===== config.mk =====
export PLATFORM = sky130hd
export DESIGN_NAME = mcg_mul
export DESIGN_NICKNAME = d
export VERILOG_FILES = /design/src/design/mcg_pkg.sv /design/src/design/mcg_mul.sv
export SDC_FILE = /design/constraint.sdc
export NUM_CORES = 2
export LEC_CHECK = 0
export BUFFER_PORTS_ARGS = -buffer_cell sky130_fd_sc_hd__buf_2
export CAP_MARGIN = 0
export CORE_MARGIN = 1
export CORE_UTILIZATION = 35
export CTS_BUF_LIST = sky130_fd_sc_hd__clkbuf_16
export CTS_CLUSTER_DIAMETER = 200
export DETAILED_ROUTE_END_ITERATION = 6
export PLACE_DENSITY = 0.5
export SYNTH_ARGS = -nofsm -noshare
export SYNTH_HDL_FRONTEND = slang
export SYNTH_SLANG_ARGS = --single-unit

===== constraint.sdc =====
create_clock -name clk -period 23.1 [get_ports clk]
set_input_delay 3.465 -clock clk [delete_from_list [all_inputs] [get_ports clk]]
set_output_delay 3.465 -clock clk [all_outputs]
set_load 0.1 [all_outputs]

===== src/design/mcg_pkg.sv =====
// shared types, constants and register codes of the metronome click generator
`timescale 1ns / 1ps
package mcg_pkg;

  localparam int CLICK_LENGTH = 1024;
  localparam int CLICK_HALF   = CLICK_LENGTH / 2;
  localparam int CL_W         = $clog2(CLICK_LENGTH + 1);

  localparam int SINE_ENTRIES = 1024;
  localparam int SINE_BITS    = $clog2(SINE_ENTRIES);
  localparam int SINE_HALF    = SINE_ENTRIES / 2;
  localparam int SINE_QUARTER = SINE_ENTRIES / 4;

  localparam int PHASE_W  = 24;
  localparam int SAMPLE_W = 16;
  localparam int ENV_W    = 17;
  localparam int MIX_W    = 18;
  localparam int MUL_W    = 33;
  localparam int PROD_W   = 2 * MUL_W;

  localparam int NUM_REGS = 8;
  localparam int ADDR_W   = $clog2(NUM_REGS) + 2;
  localparam int DATA_W   = 32;

  localparam logic [15:0] LFSR_SEED = 16'hACE1;
  localparam logic [15:0] LFSR_TAPS = 16'hB400;

  // reciprocal of 5, exact for operands below 2^32; /10 is one more shift
  localparam logic signed [MUL_W-1:0] RECIP5 = 33'sh0CCCCCCCD;
  localparam int SH_DIV5  = 34;
  localparam int SH_DIV10 = 35;
  localparam logic signed [MUL_W-1:0] HARM_MUL = 33'sd27;

  localparam logic signed [MUL_W-1:0] W_SINE_NOISE = 33'sd39322;
  localparam logic signed [MUL_W-1:0] W_NOISE      = 33'sd26214;
  localparam logic signed [MUL_W-1:0] W_SINE_WOOD  = 33'sd45875;
  localparam logic signed [MUL_W-1:0] W_HARM       = 33'sd19661;

  localparam logic signed [PROD_W-1:0] ROUND_BIAS = 66'sd32768;

  // envelope division by the click length as a reciprocal multiply
  localparam int ENV_N  = CL_W + 16;
  localparam int K_FULL = ENV_N + $clog2(CLICK_LENGTH);
  localparam int K_HALF = ENV_N + $clog2(CLICK_HALF);
  localparam longint unsigned M_FULL =
    ((64'd1 << K_FULL) + 64'(CLICK_LENGTH) - 64'd1) / 64'(CLICK_LENGTH);
  localparam longint unsigned M_HALF =
    ((64'd1 << K_HALF) + 64'(CLICK_HALF) - 64'd1) / 64'(CLICK_HALF);

  localparam longint unsigned PI_Q30 = 64'd3373259426;

  typedef enum logic [2:0] {
    REG_ENABLE      = 3'd0,
    REG_SPT         = 3'd1,
    REG_TPB         = 3'd2,
    REG_ACCENT_PER  = 3'd3,
    REG_ACCENT_STEP = 3'd4,
    REG_NORMAL_STEP = 3'd5,
    REG_VOLUME      = 3'd6,
    REG_SOUND       = 3'd7
  } reg_idx_t;

  typedef enum logic [1:0] {
    SOUND_SINE  = 2'd0,
    SOUND_NOISE = 2'd1,
    SOUND_WOOD  = 2'd2,
    SOUND_MUTE  = 2'd3
  } sound_t;

  typedef struct packed {
    logic                enable;
    logic [19:0]         samples_per_tick;
    logic [2:0]          ticks_per_beat;
    logic [3:0]          accent_period;
    logic [PHASE_W-1:0]  accent_step;
    logic [PHASE_W-1:0]  normal_step;
    logic [15:0]         volume;
    logic [1:0]          sound;
  } cfg_t;

  localparam cfg_t CFG_RESET = '{
    enable:           1'b0,
    samples_per_tick: 20'd24000,
    ticks_per_beat:   3'd1,
    accent_period:    4'd4,
    accent_step:      24'd524288,
    normal_step:      24'd349525,
    volume:           16'd32768,
    sound:            2'd0
  };

  typedef struct packed {
    logic en;
    logic acc;
  } mul_op_t;

  typedef logic [14:0] qtab_t [0:SINE_QUARTER];

  // unsigned restoring shift-and-subtract quotient for the series terms
  function automatic logic [63:0] udiv64(input logic [63:0] num, input logic [63:0] den);
    logic [63:0] quo;
    logic [64:0] rem;
    int          i;
    quo = '0;
    rem = '0;
    for (i = 63; i >= 0; i--) begin
      rem = {rem[63:0], num[i]};
      if (rem >= {1'b0, den}) begin
        rem    = rem - {1'b0, den};
        quo[i] = 1'b1;
      end
    end
    return quo;
  endfunction

  // quarter-wave sine magnitude in Q1.15 from a 9th order series on a Q30 angle
  function automatic logic [14:0] sine_mag(input int unsigned q);
    logic [63:0]        f;
    logic [63:0]        theta;
    logic [63:0]        theta2;
    logic [63:0]        term;
    logic [63:0]        div;
    logic [63:0]        mag;
    logic signed [63:0] sum;
    int                 n;
    f      = 64'(q) << (32 - SINE_BITS);
    theta  = (f * PI_Q30) >> 31;
    theta2 = (theta * theta) >> 30;
    term   = theta;
    sum    = signed'(theta);
    for (n = 1; n <= 4; n++) begin
      div  = 64'((2 * n) * (2 * n + 1));
      term = udiv64((term * theta2) >> 30, div);
      if ((n & 1) == 1) begin
        sum = sum - signed'(term);
      end else begin
        sum = sum + signed'(term);
      end
    end
    if (sum < 0) begin
      sum = 0;
    end
    mag = (unsigned'(sum) * 64'd32767 + (64'd1 << 29)) >> 30;
    if (mag > 64'd32767) begin
      mag = 64'd32767;
    end
    return mag[14:0];
  endfunction

  function automatic qtab_t build_qtab();
    qtab_t t;
    int    i;
    for (i = 0; i <= SINE_QUARTER; i++) begin
      t[i] = sine_mag(i);
    end
    return t;
  endfunction

endpackage


===== src/design/mcg_mul.sv =====
// shared signed multiply-accumulate unit with registered product
`timescale 1ns / 1ps
module mcg_mul import mcg_pkg::*; (
  input  logic                     clk,
  input  mul_op_t                  op,
  input  logic signed [MUL_W-1:0]  a,
  input  logic signed [MUL_W-1:0]  b,
  output logic signed [PROD_W-1:0] prod
);

  logic signed [PROD_W-1:0] product;

  assign product = a * b;

  always_ff @(posedge clk) begin
    if (op.en) begin
      prod <= op.acc ? (prod + product) : product;
    end
  end

endmodule


==> flow_metrics.py <==
metrics = {
    "yosys": {
        "netlist_instances": 4903,
        "synth_cell_types": 73,
        "async_flop_share": 0,
        "yosysTopAreaCell": "fa_1",
        "synth_common_cells": "fa_1 (1146), inv_1 (1126), nand2_1 (638), and2_1 (522), ha_1 (283)",
        "synth_fp_nets": 6401,
        "synth_edf_count": 66,
        "ys_seq_area_frac": 0.0439,
        "syn_avg_cell_area_um2": 9.21,
        "synth_top_area_frac": 0.508,
        "syn_area_um2": 45100,
        "ys.flop_type": "edfxtp_1",
        "ys_ff_latch": 66,
        "yosysMostFrequentCell": "fa_1",
        "synthTopCellsByArea": "fa_1 (51%), inv_1 (9.4%), ha_1 (7.8%), and2_1 (7.2%), nand2_1 (5.3%)",
        "synth-warning-count": 0,
    },
    "placed_design": {
        "gp_congestion": 0.845,
        "place_hpwl_um": 108000,
        "portBuffers": 134,
    },
    "finish": {
        "top_register": "prod",
        "drive_gt1_frac": 0.0471,
        "reg_top3": "prod (66)",
        "nets": 6317,
        "largest_reg_flops": 66,
        "area_delta_synth_final_pct": 5.03,
    },
    "worst_setup_path": {
        "critPathRequiredTime_ps": 23210,
        "start_kind": "input port",
        "ff2ff_setup_slack_ps": 18750,
        "slowest_delay_ps": 670,
        "critPathMostFrequentCell": "fa_1",
        "crit_type": "in2reg",
        "crit_path_top_delay_cell": "buf_2",
        "worstSetupEndpointType": "flip-flop",
        "cp_data_arrival_time_ps": 14180,
        "path_max_fanout": 33,
    },
    "grt": {
        "grt_max_degree": 67,
        "grt_antenna_before_repair": 13,
        "grt_util_all_layers": 0.208,
        "grt_pass1_wl_um": 209000,
        "grt_pass1_vias": 35400,
        "overflow": 0,
    },
    "detailed_routing": {
        "initialDrtViolationCount": 1606,
        "routed_wl_um": 132000,
        "ant_nets": 0,
        "vias": 32300,
        "avgRoutedWirePerCell_um": 20.4,
        "drc": 0,
        "vias_per_cell": 4.98,
        "drt_first_pass_iters": 5,
    },
    "cts": {
        "clk_pin_slew_ps": 60,
        "clock_latency_ps": 370,
        "cts_tree": "built",
        "cts.sinks": 66,
        "ctsLongestPathBuffers": 2,
        "postCtsSetupRepairBufs": 0,
        "cts_root_buf": "clkbuf_16",
        "holdBufCountCts": 0,
        "ctsResizeCount": 0,
        "numCtsBuffers": 9,
        "htreeDepth": 3,
    },
    "timing": {
        "skew_ps": 14.0,
        "finalHoldViolations": 0,
        "finalCriticalPeriod_ps": 14080,
        "finalSetupViolations": 0,
        "fmax_mhz": 71.0,
        "tightest_slew_ps": 1210,
        "max_slew_margin": 0.194,
        "tns_ps": 0,
        "min_period_over_period": 0.609,
        "slew_violations": 0,
        "rsz0062_at_grt": "no",
    },
    "flow_run": {
        "max_cap_viol_count": 0,
    },
    "die": {
        "die_w_um": 361,
        "start_util": 0.354,
        "core_area_um2": 128000,
        "io_pins": 135,
        "die_area_um2": 130000,
        "die_h_um": 361,
        "row_count": 131,
    },
    "worst_hold_path": {
        "worstHoldPathType": "reg2reg",
    },
    "outcome": {
        "status": "finished, final reports clean",
    },
}
cells by family after synthesis:
family	share of synthesized area
adder cells (fa/ha/maj)	0.587
AND/OR/NAND/NOR	0.153
buffers and inverters	0.114
AO/OA/AOI/OAI	0.0669
XOR/XNOR	0.0243
flip-flops	0.0439
multiplexers	0.0107
final timing paths:
check                                        start                 end  cells past startpoint
worst max register to register  prod[18]$_DFFE_PP_  prod[56]$_DFFE_PP_                     11
worst min-delay path             prod[0]$_DFFE_PP_   prod[0]$_DFFE_PP_                      2
worst min register to register   prod[0]$_DFFE_PP_   prod[0]$_DFFE_PP_                      2
worst max-delay path                         b[10]  prod[62]$_DFFE_PP_                     35
per-layer routing:
layer / GRT usage / part of all wire
met1: 0.250 / 0.40
met2: 0.389 / 0.54
met3: 0.0169 / 0.027
met4: 0.0654 / 0.037
met5: 0 / 0.00049
cells in the final DEF, fill, tap and decap left out, types with 33 or more instances in the layout:
| cell type | count |
|---|---|
| and2_1 | 522 |
| nor2_1 | 91 |
| mux2_2 | 39 |
| fa_1 | 1146 |
| buf_2 | 134 |
| ha_1 | 283 |
| a21o_1 | 74 |
| inv_1 | 1125 |
| xnor2_1 | 76 |
| a21oi_1 | 140 |
| nand2_1 | 638 |
| edfxtp_1 | 66 |
| nand3_1 | 33 |
| xor2_1 | 49 |
| o21ai_0 | 90 |
through the flow:
step	instances	area (um2)	hold slack, ps	util	setup slack, ps
after CTS	6486	47400	724	0.371	9160
after global placement	6470	47100	705	0.369	8770
after floorplan	4903	45100	1380	-	10250
after global routing	6486	47400	751	0.371	8410
final	6488	47400	717	0.371	9020
after detailed placement	6470	47100	710	0.369	8760
final cells by class:
class | count | area, um2
Fill cell | 13100 | 80300
Multi-Input combinational cell | 3463 | 38000
Inverter | 1127 | 4230
Tap cell | 1662 | 2080
Sequential cell | 66 | 1980
Timing Repair Buffer | 152 | 806
Clock buffer | 9 | 225
Clock inverter | 7 | 92.6
Antenna cell | 2 | 5.00
worst max-delay path: cells and delay by family:
kind | cells | cell delay [ps]
AO/OA/AOI/OAI | 15 | 3840
XOR/XNOR | 1 | 180
adder cells (fa/ha/maj) | 10 | 4870
buffers and inverters | 5 | 890
AND/OR/NAND/NOR | 4 | 880
Power is left out: the tool's default activity adds up to more than one toggle a clock period on the data nets, which glitch-free logic cannot reach.
