===== src/design/mcg_pkg.sv =====
// shared types, constants and register codes of the metronome click generator
`timescale 1ns / 1ps
package mcg_pkg;

  localparam int CLICK_LENGTH = 1024;
  localparam int CLICK_HALF   = CLICK_LENGTH / 2;
  localparam int CL_W         = $clog2(CLICK_LENGTH + 1);

  localparam int SINE_ENTRIES = 1024;
  localparam int SINE_BITS    = $clog2(SINE_ENTRIES);
  localparam int SINE_HALF    = SINE_ENTRIES / 2;
  localparam int SINE_QUARTER = SINE_ENTRIES / 4;

  localparam int PHASE_W  = 24;
  localparam int SAMPLE_W = 16;
  localparam int ENV_W    = 17;
  localparam int MIX_W    = 18;
  localparam int MUL_W    = 33;
  localparam int PROD_W   = 2 * MUL_W;

  localparam int NUM_REGS = 8;
  localparam int ADDR_W   = $clog2(NUM_REGS) + 2;
  localparam int DATA_W   = 32;

  localparam logic [15:0] LFSR_SEED = 16'hACE1;
  localparam logic [15:0] LFSR_TAPS = 16'hB400;

  // reciprocal of 5, exact for operands below 2^32; /10 is one more shift
  localparam logic signed [MUL_W-1:0] RECIP5 = 33'sh0CCCCCCCD;
  localparam int SH_DIV5  = 34;
  localparam int SH_DIV10 = 35;
  localparam logic signed [MUL_W-1:0] HARM_MUL = 33'sd27;

  localparam logic signed [MUL_W-1:0] W_SINE_NOISE = 33'sd39322;
  localparam logic signed [MUL_W-1:0] W_NOISE      = 33'sd26214;
  localparam logic signed [MUL_W-1:0] W_SINE_WOOD  = 33'sd45875;
  localparam logic signed [MUL_W-1:0] W_HARM       = 33'sd19661;

  localparam logic signed [PROD_W-1:0] ROUND_BIAS = 66'sd32768;

  // envelope division by the click length as a reciprocal multiply
  localparam int ENV_N  = CL_W + 16;
  localparam int K_FULL = ENV_N + $clog2(CLICK_LENGTH);
  localparam int K_HALF = ENV_N + $clog2(CLICK_HALF);
  localparam longint unsigned M_FULL =
    ((64'd1 << K_FULL) + 64'(CLICK_LENGTH) - 64'd1) / 64'(CLICK_LENGTH);
  localparam longint unsigned M_HALF =
    ((64'd1 << K_HALF) + 64'(CLICK_HALF) - 64'd1) / 64'(CLICK_HALF);

  localparam longint unsigned PI_Q30 = 64'd3373259426;

  typedef enum logic [2:0] {
    REG_ENABLE      = 3'd0,
    REG_SPT         = 3'd1,
    REG_TPB         = 3'd2,
    REG_ACCENT_PER  = 3'd3,
    REG_ACCENT_STEP = 3'd4,
    REG_NORMAL_STEP = 3'd5,
    REG_VOLUME      = 3'd6,
    REG_SOUND       = 3'd7
  } reg_idx_t;

  typedef enum logic [1:0] {
    SOUND_SINE  = 2'd0,
    SOUND_NOISE = 2'd1,
    SOUND_WOOD  = 2'd2,
    SOUND_MUTE  = 2'd3
  } sound_t;

  typedef struct packed {
    logic                enable;
    logic [19:0]         samples_per_tick;
    logic [2:0]          ticks_per_beat;
    logic [3:0]          accent_period;
    logic [PHASE_W-1:0]  accent_step;
    logic [PHASE_W-1:0]  normal_step;
    logic [15:0]         volume;
    logic [1:0]          sound;
  } cfg_t;

  localparam cfg_t CFG_RESET = '{
    enable:           1'b0,
    samples_per_tick: 20'd24000,
    ticks_per_beat:   3'd1,
    accent_period:    4'd4,
    accent_step:      24'd524288,
    normal_step:      24'd349525,
    volume:           16'd32768,
    sound:            2'd0
  };

  typedef struct packed {
    logic en;
    logic acc;
  } mul_op_t;

  typedef logic [14:0] qtab_t [0:SINE_QUARTER];

  // unsigned restoring shift-and-subtract quotient for the series terms
  function automatic logic [63:0] udiv64(input logic [63:0] num, input logic [63:0] den);
    logic [63:0] quo;
    logic [64:0] rem;
    int          i;
    quo = '0;
    rem = '0;
    for (i = 63; i >= 0; i--) begin
      rem = {rem[63:0], num[i]};
      if (rem >= {1'b0, den}) begin
        rem    = rem - {1'b0, den};
        quo[i] = 1'b1;
      end
    end
    return quo;
  endfunction

  // quarter-wave sine magnitude in Q1.15 from a 9th order series on a Q30 angle
  function automatic logic [14:0] sine_mag(input int unsigned q);
    logic [63:0]        f;
    logic [63:0]        theta;
    logic [63:0]        theta2;
    logic [63:0]        term;
    logic [63:0]        div;
    logic [63:0]        mag;
    logic signed [63:0] sum;
    int                 n;
    f      = 64'(q) << (32 - SINE_BITS);
    theta  = (f * PI_Q30) >> 31;
    theta2 = (theta * theta) >> 30;
    term   = theta;
    sum    = signed'(theta);
    for (n = 1; n <= 4; n++) begin
      div  = 64'((2 * n) * (2 * n + 1));
      term = udiv64((term * theta2) >> 30, div);
      if ((n & 1) == 1) begin
        sum = sum - signed'(term);
      end else begin
        sum = sum + signed'(term);
      end
    end
    if (sum < 0) begin
      sum = 0;
    end
    mag = (unsigned'(sum) * 64'd32767 + (64'd1 << 29)) >> 30;
    if (mag > 64'd32767) begin
      mag = 64'd32767;
    end
    return mag[14:0];
  endfunction

  function automatic qtab_t build_qtab();
    qtab_t t;
    int    i;
    for (i = 0; i <= SINE_QUARTER; i++) begin
      t[i] = sine_mag(i);
    end
    return t;
  endfunction

endpackage


===== src/design/mcg_apb_regs.sv =====
// apb configuration register file
`timescale 1ns / 1ps
module mcg_apb_regs import mcg_pkg::*; (
  input  logic              clk,
  input  logic              rst,
  input  logic              psel,
  input  logic              penable,
  input  logic              pwrite,
  input  logic [ADDR_W-1:0] paddr,
  input  logic [DATA_W-1:0] pwdata,
  output logic [DATA_W-1:0] prdata,
  output logic              pready,
  output cfg_t              cfg
);

  reg_idx_t idx;

  assign idx    = reg_idx_t'(paddr[ADDR_W-1:2]);
  assign pready = 1'b1;

  always_ff @(posedge clk) begin
    if (rst) begin
      cfg <= CFG_RESET;
    end else if (psel && penable && pwrite) begin
      case (idx)
        REG_ENABLE:      cfg.enable           <= pwdata[0];
        REG_SPT:         cfg.samples_per_tick <= pwdata[19:0];
        REG_TPB:         cfg.ticks_per_beat   <= pwdata[2:0];
        REG_ACCENT_PER:  cfg.accent_period    <= pwdata[3:0];
        REG_ACCENT_STEP: cfg.accent_step      <= pwdata[PHASE_W-1:0];
        REG_NORMAL_STEP: cfg.normal_step      <= pwdata[PHASE_W-1:0];
        REG_VOLUME:      cfg.volume           <= pwdata[15:0];
        REG_SOUND:       cfg.sound            <= pwdata[1:0];
        default: ;
      endcase
    end
  end

  always_comb begin
    case (idx)
      REG_ENABLE:      prdata = DATA_W'(cfg.enable);
      REG_SPT:         prdata = DATA_W'(cfg.samples_per_tick);
      REG_TPB:         prdata = DATA_W'(cfg.ticks_per_beat);
      REG_ACCENT_PER:  prdata = DATA_W'(cfg.accent_period);
      REG_ACCENT_STEP: prdata = DATA_W'(cfg.accent_step);
      REG_NORMAL_STEP: prdata = DATA_W'(cfg.normal_step);
      REG_VOLUME:      prdata = DATA_W'(cfg.volume);
      REG_SOUND:       prdata = DATA_W'(cfg.sound);
      default:         prdata = '0;
    endcase
  end

endmodule


===== config.mk =====
export PLATFORM = sky130hd
export DESIGN_NAME = mcg_apb_regs
export DESIGN_NICKNAME = d
export VERILOG_FILES = /design/src/design/mcg_pkg.sv /design/src/design/mcg_apb_regs.sv
export SDC_FILE = /design/constraint.sdc
export NUM_CORES = 1
export LEC_CHECK = 0
export ABC_CLOCK_PERIOD_IN_PS = 1500
export BUFFER_PORTS_ARGS = -buffer_cell sky130_fd_sc_hd__buf_4
export CAP_MARGIN = 30
export CORE_MARGIN = 2
export CORE_UTILIZATION = 50
export CTS_CLUSTER_DIAMETER = 40
export DETAILED_ROUTE_END_ITERATION = 7
export PLACE_DENSITY = 0.78
export SLEW_MARGIN = 20
export SYNTH_ARGS = -nofsm -noshare
export SYNTH_HDL_FRONTEND = slang
export SYNTH_SLANG_ARGS = --single-unit

===== constraint.sdc =====
create_clock -name clk -period 1.5 [get_ports clk]
set_input_delay 0.075 -clock clk [delete_from_list [all_inputs] [get_ports clk]]
set_output_delay 0.075 -clock clk [all_outputs]
set_load 0.02 [all_outputs]

==> summary.txt <==
Pwr
  – NetSw: 1.25 mW
  – Pleak: 2.89 nW
  – PwrDens: 789 nW/um^2
  – Gate power share: 0.136
  – Tot Pwr: 5.02 mW
  – Clock power frac: 0.360
  – Peak supply drop: 0.470 mV
  – Sequential share of power: 0.504
  – Sw Ratio: 0.250
  – Internal: 3.76 mW

Cells and area
  – Final instance area: 6350 um^2
  – Reg with most FFs: cfg
  – Layout cells sized above 1: 0.320
  – Regs by FF count: cfg (94)
  – Max reg flops: 94
  – Antenna cells: 0
  – Number of fill cells: 700
  – Fin cells: 798
  – NumNets Final: 725
  – Area Overhead vs Synth: 36.8%

Clock tree
  – CTS tree: done
  – Worst-Skew Late Latency: 350 ps
  – Total CTS buffers: 9
  – Worst-path clk slew: 80 ps
  – Root buf cell: clkbuf_8
  – H-Tree Level Count: 3
  – Clock buffer depth: 2
  – CTS sink cnt: 94

Floorplanning
  – Height of the chip: 100 um
  – Starting density of the core: 0.510
  – I/O Pins: 169
  – Core footprint: 9110 um^2
  – Die area: 10100 um^2
  – Die width: 100 um
  – Site Rows: 35

Synthesis
  – Complex-gate fraction of the synthesized area: 0.159
  – Yosys top cell by area: dfxtp_1
  – Fraction of synthesized cell area in xor and xnor cells: 0
  – Syn Area/Cell: 8.98 um^2
  – Ys Warns: 0
  – Number of synthesized flops with an enable pin: 0
  – Count leader, synth: dfxtp_1
  – Post-Synth Simple-Gate Area: 0.185
  – Synth async-reset ratio: 0
  – Synth Register Bits: 94
  – Sequential area share after synthesis: 0.405
  – Cell Area, Synth: 4640 um^2
  – Multiplexer share of the synthesized area: 0.179
  – Synth cell types: 33
  – Top FF cell, synth: dfxtp_1
  – Largest cells by area after synthesis: dfxtp_1 (41%), mux2i_1 (16%), nand2b_1 (7.1%)
  – Commonest cells post-synth: dfxtp_1 (94), mux2i_1 (72), nand2b_1 (53)
  – Adder-cell share of the synthesized area: 0
  – Largest family of logic cells by synthesized area: simple AND/OR/NAND/NOR gates
  – Synth Instances: 517
  – Yosys top cell area share: 0.405

STA
  – Final period util: 1.06
  – Final worst slack: -85.1 ps
  – Setup Skew: 0 ps
  – Max frequency: 631 MHz
  – Min cycle time layout: 1590 ps
  – RSZ-0062 raised after global routing: true
  – Count of final hold-check violations: 0
  – Slew Limit Fails: 0
  – Setup TNS Final: -122 ps
  – Setup violators final: 2

Worst setup path
  – CP Capture Type: output pin
  – CP Max Fanout: 3
  – Required time of the critical path: 1420 ps
  – Critical Path Start Type: register
  – Crit path DAT: 1510 ps
  – WS Path Type: register to output pin

Route
  – Total number of vias: 4515
  – Final WL: 13.9 mm
  – DRC Markers: 0
  – Drt first pass iters: 4
  – DRT iter0 DRCs: 281
  – Antenna viol nets, final: 0
  – Vias per cell: 5.66
  – DR WL/cell: 17.4 um

GRT
  – Total grt overflow: 0
  – Vias in the first global route: 4280
  – First-pass GRT wire length: 21.7 mm
  – Initial antenna violation count: 0
  – Total Routing Usage GR: 0.273
  – Largest net degree at the start of global routing: 45

Outcome
  – Failing checks: negative setup slack
  – Outcome: finished with violations

Placed design
  – DP Area: 5850 um^2
  – Placed cells: 756
  – GP Congestion: 0.815
  – Port Buffers: 149
  – Detailed placer's ending HPWL: 9.70 mm

Flow run
  – Max-Cap Viols: 0

Hold path
  – Hold crit path type: input pin to register
## placed cells by master (no fill, tap or decap), types with 2 or more instances in the layout
| cell | n |
|---|---|
| a211o_1 | 2 |
| a21oi_1 | 43 |
| a22o_1 | 12 |
| a22oi_1 | 5 |
| buf_12 | 2 |
| buf_4 | 180 |
| clkbuf_8 | 13 |
| conb_1 | 9 |
| dfxtp_1 | 88 |
| dfxtp_2 | 6 |
| dlygate4sd3_1 | 22 |
| mux2_2 | 7 |
| mux2i_1 | 72 |
| nand2_1 | 7 |
| nand2b_1 | 53 |
| nand3_1 | 44 |
| nor2_1 | 44 |
| nor2b_1 | 2 |
| o21ai_0 | 43 |
| o2bb2ai_1 | 12 |
## layer usage
layer | part of all wire | vias up | track usage
met2 | 0.49 | 179 | 0.453
met3 | 0.061 | 20 | 0.0425
met5 | 0 | - | 0
met4 | 0.016 | 0 | 0.111
li1 | - | 2138 | -
met1 | 0.43 | 2178 | 0.357
## power groups by stage
stage	registers, mW	logic, mW	clock network [mW]
final	2.53	0.681	1.81
after global routing	2.53	0.727	1.91
after CTS	2.53	0.674	1.82
after detailed placement	2.59	0.621	0
after global placement	2.59	0.611	0
after floorplan	2.61	0.368	0
## cell type report
class                   instances  area [um^2]  area share
multi-input cells             373         2480       0.391
repair buffers                205         1620       0.255
clock inverters                 2         38.8     0.00611
well taps                     111          139      0.0219
clock buffers                  13          179      0.0282
flip-flops and latches         94         1890       0.297
## timing repair
| item | 4_1_cts | 5_1_grt |
|---|---|---|
| setup endpoints to repair | 3 | 15 |
| cloned | 0 | 0 |
| hold buffers | 22 | 0 |
| hold endpoints to repair | 35 | 0 |
| setup buffers | 4 | 1 |
| resized for setup | 9 | 2 |
| pin swaps | 1 | 0 |
## logic make-up after synthesis
| family | count (synthesis) |
|---|---|
| other | 2 |
| AO/OA/AOI/OAI | 122 |
| AND/OR/NAND/NOR | 161 |
| multiplexers | 81 |
| buffers and inverters | 57 |
| flip-flops | 94 |
## critical path, cell delays in order, from the launching register on
cell,delay (ps)
dfxtp_2,340
mux2_4,260
a32o_1,200
a211o_1,230
buf_6,130
## path summary, 6_finish.rpt
| check | from | to | slack [ps] | depth (start not counted) |
|---|---|---|---|---|
| setup reg to reg | cfg[1] | cfg[1] | 600 | 4 |
| hold / removal | pwdata[1] | cfg[19] | 10 | 3 |
| hold reg to reg | cfg[31] | cfg[31] | 490 | 2 |
| setup / recovery | cfg[73] | prdata[0] | -90 | 4 |
## stage by stage
stage,util,hold slack [ps],worst slack [ps]
floorplan,-,223,233
global placement,0.643,351,116
detailed placement,0.643,352,78.2
CTS,0.696,2.65,-91.8
global route,0.697,8.75,-118
finish,0.697,13.7,-85.1
No activity file was read; power rests on OpenSTA's default activity.
